## config.mk

```make
export PLATFORM = sky130hd
export DESIGN_NAME = ftfal_cell
export DESIGN_NICKNAME = d
export VERILOG_FILES = /design/src/sv/ftfal_pkg.sv /design/src/sv/ftfal_cell.sv
export SDC_FILE = /design/constraint.sdc
export NUM_CORES = 1
export LEC_CHECK = 0
export BUFFER_PORTS_ARGS = -buffer_cell sky130_fd_sc_hd__buf_2
export CORE_AREA = 2 2 233 235
export CTS_CLUSTER_DIAMETER = 40
export CTS_CLUSTER_SIZE = 16
export DETAILED_ROUTE_END_ITERATION = 8
export DIE_AREA = 0 0 235 237
export PLACE_DENSITY = 0.48
export SYNTH_ARGS = -nofsm -noshare
export SYNTH_HDL_FRONTEND = slang
export SYNTH_SLANG_ARGS = --single-unit
```

## constraint.sdc

```tcl
create_clock -name clk_i -period 7.2 [get_ports clk_i]
set_input_delay 0.72 -clock clk_i [delete_from_list [all_inputs] [get_ports clk_i]]
set_output_delay 0.72 -clock clk_i [all_outputs]
set_load 0.02 [all_outputs]
```

## src/sv/ftfal_pkg.sv

```systemverilog
// package for the five-tuple flow admission limiter
// holds widths, protocol and verdict codes and the transaction structs
// used by ftfal_cell and five_tuple_flow_admission_limiter_top
`default_nettype none

package ftfal_pkg;

  // field widths
  localparam int ADDR_W  = 32;
  localparam int PROTO_W = 8;
  localparam int PORT_W  = 16;
  localparam int STAMP_W = 64;
  localparam int CNT_W   = 32;
  localparam int LIMIT_W = 7;
  localparam int VERD_W  = 2;
  localparam int SLOT_W  = 6;
  localparam int KEY_W   = 2 * ADDR_W + PROTO_W + 2 * PORT_W;

  // defaults
  localparam int TABLE_DEPTH_DEF = 64;
  localparam logic [LIMIT_W-1:0] LIMIT_RESET = 7'd64;
  localparam logic [CNT_W-1:0]   CNT_MAX     = '1;

  // protocol numbers
  localparam logic [PROTO_W-1:0] PROTO_TCP = 8'd6;
  localparam logic [PROTO_W-1:0] PROTO_UDP = 8'd17;

  // verdict codes
  localparam logic [VERD_W-1:0] VERDICT_PASS    = 2'd0;
  localparam logic [VERD_W-1:0] VERDICT_DROP    = 2'd1;
  localparam logic [VERD_W-1:0] VERDICT_IGNORED = 2'd2;

  // lookup token walking down the cell chain
  typedef struct packed {
    logic               valid;
    logic               active;
    logic               found;
    logic [KEY_W-1:0]   key;
    logic [STAMP_W-1:0] stamp;
    logic [CNT_W-1:0]   packets;
  } tok_t;

  // new-entry write broadcast to all cells
  typedef struct packed {
    logic               en;
    logic [KEY_W-1:0]   key;
    logic [STAMP_W-1:0] stamp;
  } wr_t;

endpackage

`default_nettype wire

```

## src/sv/ftfal_cell.sv

```systemverilog
// one flow table slot: stored five-tuple, packet count and last-seen time
// compares the passing lookup token and hands it to the next cell
// depends on ftfal_pkg
`default_nettype none

module ftfal_cell
  import ftfal_pkg::*;
#(
  parameter int IDX   = 0,
  parameter int IDX_W = 6
) (
  input  wire logic             clk_i,
  input  wire logic             rst_ni,
  input  wire logic             occupied_i,
  input  wire tok_t             tok_i,
  input  wire logic [IDX_W-1:0] slot_i,
  input  wire wr_t              wr_i,
  input  wire logic [IDX_W-1:0] wr_slot_i,
  output tok_t                  tok_o,
  output logic [IDX_W-1:0]      slot_o
);

  localparam logic [IDX_W-1:0] MY_SLOT = IDX_W'(IDX);

  logic [KEY_W-1:0]   key_q;
  logic [CNT_W-1:0]   count_q, count_d;
  logic [STAMP_W-1:0] stamp_q;
  tok_t               tok_q, tok_d;
  logic [IDX_W-1:0]   slot_q, slot_d;
  logic               hit;
  logic               wr_here;

  // match against this slot, first hit wins
  assign hit = tok_i.valid && tok_i.active && !tok_i.found && occupied_i &&
               (key_q == tok_i.key);
  assign wr_here = wr_i.en && (wr_slot_i == MY_SLOT);

  // saturating count update
  assign count_d = (count_q == CNT_MAX) ? count_q : count_q + CNT_W'(1);

  // token for the next cell
  always_comb begin
    tok_d  = tok_i;
    slot_d = slot_i;
    if (hit) begin
      tok_d.found   = 1'b1;
      tok_d.packets = count_d;
      slot_d        = MY_SLOT;
    end
  end

  // slot contents, written on admission or updated on a hit
  always_ff @(posedge clk_i) begin
    if (wr_here) begin
      key_q   <= wr_i.key;
      count_q <= CNT_W'(1);
      stamp_q <= wr_i.stamp;
    end else if (hit) begin
      count_q <= count_d;
      stamp_q <= tok_i.stamp;
    end
  end

  // token stage register
  always_ff @(posedge clk_i or negedge rst_ni) begin
    if (!rst_ni) begin
      tok_q.valid <= 1'b0;
    end else begin
      tok_q  <= tok_d;
      slot_q <= slot_d;
    end
  end

  assign tok_o  = tok_q;
  assign slot_o = slot_q;

endmodule

`default_nettype wire

```

# Yosys cells after proc, flatten, opt, wreduce, memory -nomap -nowiden
# Index checks and enable logic that the tools add are counted.
# W data, S select, Z words.
# word_totals
regBits	345
inputBits	387
output_inout_bits	209
elab_cells	21
# op_classes
addsub	1
eq_ne	2
muxes	2
n_reduce_logical	7
# op_table
cell	n
$eq A104 B104 Y1	1
$mux W32	2
$add A32 B1 Y32 const B	1
$eq A32 B32 Y1 const B	1
$logic_not A6 Y1	1
$logic_and A1 B1 Y1	5
$logic_not A1 Y1	1

# Logic depth before layout (Yosys ltp)
# logic_depth
word_depth	5
depth_mapped	10
depth_no_buf	7

# Worst setup path before layout
# Ideal clock, no wire load.
# synth_timing
path_type	input to register
start	input wr_slot_i[2]
end	register key_q[0] (enable)
setup_ns	0.508
t_arrival_ns	4.503
slack_ns	2.189
stages	5
n_path_buf	2
path_cell_list	nor4b_1 nand2_1 inv_1 clkbuf_1 buf_1
# synth_between
elab_chain_cells	2
# synth_rtl
item	line_no	rtl
start: declaration	ftfal_cell.sv:18	input wire logic [IDX_W-1:0] wr_slot_i,
$logic_not A6 Y1	ftfal_cell.sv:36	assign wr_here = wr_i.en && (wr_slot_i == MY_SLOT);
$logic_and A1 B1 Y1	ftfal_cell.sv:36	
net wr_here	ftfal_cell.sv:31	logic wr_here;
end signal: assignment	ftfal_cell.sv:55	key_q <= wr_i.key;
end: declaration	ftfal_cell.sv:25	logic [KEY_W-1:0] key_q;
# The timed path passes the listed nets, and every way through them passes these cells.
# A chain may end at the register's enable or synchronous reset.

# Worst setup path in the final report
# layout_timing
start	register key_q[29]
end	register count_q[8]
# layout_between
elab_chain_cells	2
# layout_rtl
item	line_no	rtl
$eq A104 B104 Y1	ftfal_cell.sv:35	(key_q == tok_i.key);
$logic_and A1 B1 Y1	ftfal_cell.sv:34	assign hit = tok_i.valid && tok_i.active && !tok_i.found && occupied_i &&
end signal: assignment	ftfal_cell.sv:59	count_q <= count_d;
end: declaration	ftfal_cell.sv:26	logic [CNT_W-1:0] count_q, count_d;
# Every way passes these cells.

==> metrics.csv <==
stage,metric,value,unit
outcome,status,"finished, final reports clean",
floorplan,initial_utilization,24.7,%
logic_synthesis,syn_area,13100,um2
logic_synthesis,yosys_warnings,0,
timing,skew,11.8,ps
placement,placedCellCount,2030,
power,p_int,4.37,mW
worst_setup_path,crit_path_max_incr_delay,570,ps
clocking,htree_levels,2,
timing,rsz0062_at_grt,no,
cells_and_area,nFillCells,5263,
drt,via_per_inst,4.27,
placement,port_buffers,531,
flow_run,drv_cap,0,
worst_setup_path,path_class,flip-flop to flip-flop,
clocking,clock-root-buffer,clkbuf_16,
global_route,track_usage,14.5,%
logic_synthesis,yosysTopAreaCellShare,71.3,%
clocking,cts_made_buffers,61,
timing,finalSetupViolations,0,
logic_synthesis,synth_most_common_cell,edfxtp_1,
global_route,grt_pass1_vias,9697,
logic_synthesis,ys_async_sr_fraction,0.290,%
logic_synthesis,synth_common_cells,"edfxtp_1 (312), xor2_1 (133), nand2_1 (53)",
timing,period_needed,3720,ps
timing,relSlewSlack,37.3,%
timing,slew_violations,0,
floorplan,dieArea,55700,um2
floorplan,num_rows,85,
floorplan,die_w,235,um
worst_setup_path,arrival,4250,ps
logic_synthesis,synth_area_leaders,"edfxtp_1 (71%), xor2_1 (8.9%), dfxtp_1 (4.9%)",
drt,totalWireLength,41.8,mm
timing,hold_viol,0,
power,pwr-share-seq,40.2,%
placement,pre_cts_slack,2860,ps
clocking,clockBufferDepth,3,
power,peakVddDrop,214,uV
drt,drc_errors,0,
global_route,antenna_found_initial,10,
clocking,post_cts_resized,0,
drt,route.vias.total,9177,
timing,worstMarginPinSlew,940,ps
placement,finalWeightedCongestion,0.802,
clocking,holdBufCountCts,0,
worst_setup_path,crit_fanout,59,
cells_and_area,nets,1785,
logic_synthesis,synth_top_area_cell,edfxtp_1,
global_route,overflow,0,
clocking,clock-sinks,345,
logic_synthesis,syn_area_per_cell,16.0,um2
logic_synthesis,seq_area_frac_synth,76.4,%
power,powerDensity,307,nW/um2
worst_setup_path,cp-start-kind,flip-flop,
floorplan,core_area,53300,um2
logic_synthesis,synth-seq-cells,345,
logic_synthesis,ys_types,41,
clocking,tritoncts,built,
power,switching_share,24.3,%
worst_setup_path,crit_top_cell,buf_4,
clocking,clk_pin_slew,50,ps
placement,dp_hpwl,32.2,mm
cells_and_area,drive_gt1_share,45.5,%
timing,setup_ws,3480,ps
worst_setup_path,required,7730,ps
logic_synthesis,synth_edf_count,312,
timing,max_freq,268,MHz
worst_setup_path,critPathSlowestCell,nand2_2,
worst_setup_path,end_kind,flip-flop,
power,p_comb_share,7.2,%
drt,ant_nets,0,
cells_and_area,final_cell_count_no_fill,2151,
cells_and_area,regArea,10000,um2
logic_synthesis,dominantRegCellSynth,edfxtp_1,
floorplan,die_h,237,um
floorplan,io_pins,596,
power,p_sw,1.40,mW
global_route,grt_pass1_wl,60.2,mm
drt,detail_route.iter0.violations,366,
logic_synthesis,synth_nets,1207,
logic_synthesis,syn_inst,819,
drt,first_pass_iters,5,
power,p_leak,7.52,nW
drt,wl_per_cell,19.4,um
clocking,clk_latency,600,ps
timing,period_share,51.7,%
min_path,hold_class,input port to flip-flop,
cells_and_area,area_delta_synth_final,43.4,%
global_route,grt_max_degree,115,
clocking,post_cts_buffers,0,
worst_setup_path,crit_path_cell_trace,xor2_1 -> nor4_1 -> nand4_1 -> nor4_4 -> buf_4 -> nand2_2 -> buf_4 -> or3_1 -> a21oi_1,
power,pwr-share-clk,52.5,%
cells_and_area,multiInputGateArea,3010,um2
timing,fin_setup_tns,0,ps
-- cell type report --
cell class	count	area share (%)
inverter	1	0.0465
clock inverter	52	3.18
sequential	345	53.3
multi-input combinational	451	16.0
antenna	5	0.0664
clock buffer	64	8.44
timing repair buffer	537	14.4
tap	696	4.62
-- metal layers --
| metal | vias to the layer above | routed length (um) | share of wire, % | track usage [%] |
|---|---|---|---|---|
| li1 | 4325 | - | - | - |
| met1 | 4321 | 16300 | 39 | 16.6 |
| met2 | 438 | 20200 | 48 | 24.5 |
| met3 | 85 | 3730 | 8.9 | 5.25 |
| met4 | 8 | 1430 | 3.4 | 6.46 |
| met5 | - | 54 | 0.13 | 0 |
-- logic make-up after synthesis --
family	count (synthesis)	synth area share (%)
fa+ha+maj	1	0.0952
compound gates	59	2.55
buf+inv	23	0.733
simple gates	238	10.0
xor+xnor	150	10.0
mux	3	0.229
flops	345	76.4
-- power by group through the flow --
stage | Sequential [mW] | Clock [mW] | Combinational [mW]
2_1_floorplan | 2.49 | 0 | 0.0459
3_3_place_gp | 2.36 | 0 | 0.425
3_5_place_dp | 2.36 | 0 | 0.428
4_1_cts | 2.32 | 3.10 | 0.428
5_1_grt | 2.33 | 3.18 | 0.449
6_report | 2.32 | 3.03 | 0.418
-- path summary, 6_finish.rpt --
path | from | end | slack [ps] | cells past startpoint
setup reg to reg | key_q[29] | count_q[8] | 3480 | 9
hold / removal | tok_i[202] | tok_o[202] | 240 | 1
setup / recovery | key_q[29] | count_q[8] | 3480 | 9
max in group asynchronous | rst_ni | tok_o[202] | 6360 | 1
hold reg to reg | count_q[8] | count_q[8] | 520 | 2
min in group asynchronous | rst_ni | tok_o[202] | 280 | 1
-- sequential cells by signal, indices dropped and copies added (netlist names) --
name	count
count_q	32
key_q	104
slot_o	6
tok_o	203
-- metrics by stage --
step	hold WS [ps]	power, mW	cell area [um2]	utilization, %
finish	242	5.77	18800	35.4
detailed placement	506	2.79	16600	31.2
global placement	500	2.79	16600	31.2
global route	210	5.96	18800	35.3
CTS	191	5.86	18800	35.3
floorplan	424	2.54	13100	-
-- layout by cell type (no fill, tap or decap), types with 7 or more instances in the layout --
master / netlist / layout
a21oi_1: 9 / 9
nor4_1: 52 / 52
xor2_1: 133 / 133
edfxtp_1: 312 / 312
or3_1: 7 / 7
and2_1: 11 / 11
clkinv_4: 0 / 7
nor2_1: 27 / 27
xnor2_1: 17 / 17
dfxtp_1: 32 / 32
nand4_1: 22 / 22
nor3_1: 7 / 7
clkbuf_16: 0 / 63
nand3_1: 27 / 27
inv_6: 0 / 12
buf_2: 5 / 530
nand2_1: 53 / 53
o21ai_0: 39 / 39
and3_1: 7 / 7
bufinv_16: 0 / 8
-- critical path, delay by kind of cell, from the launching register on --
family,cells,cell delay [ps]
buf+inv,2,750
xor+xnor,1,170
simple gates,5,2150
flops,1,400
compound gates,1,140
Power figures use the tool's default switching activity.
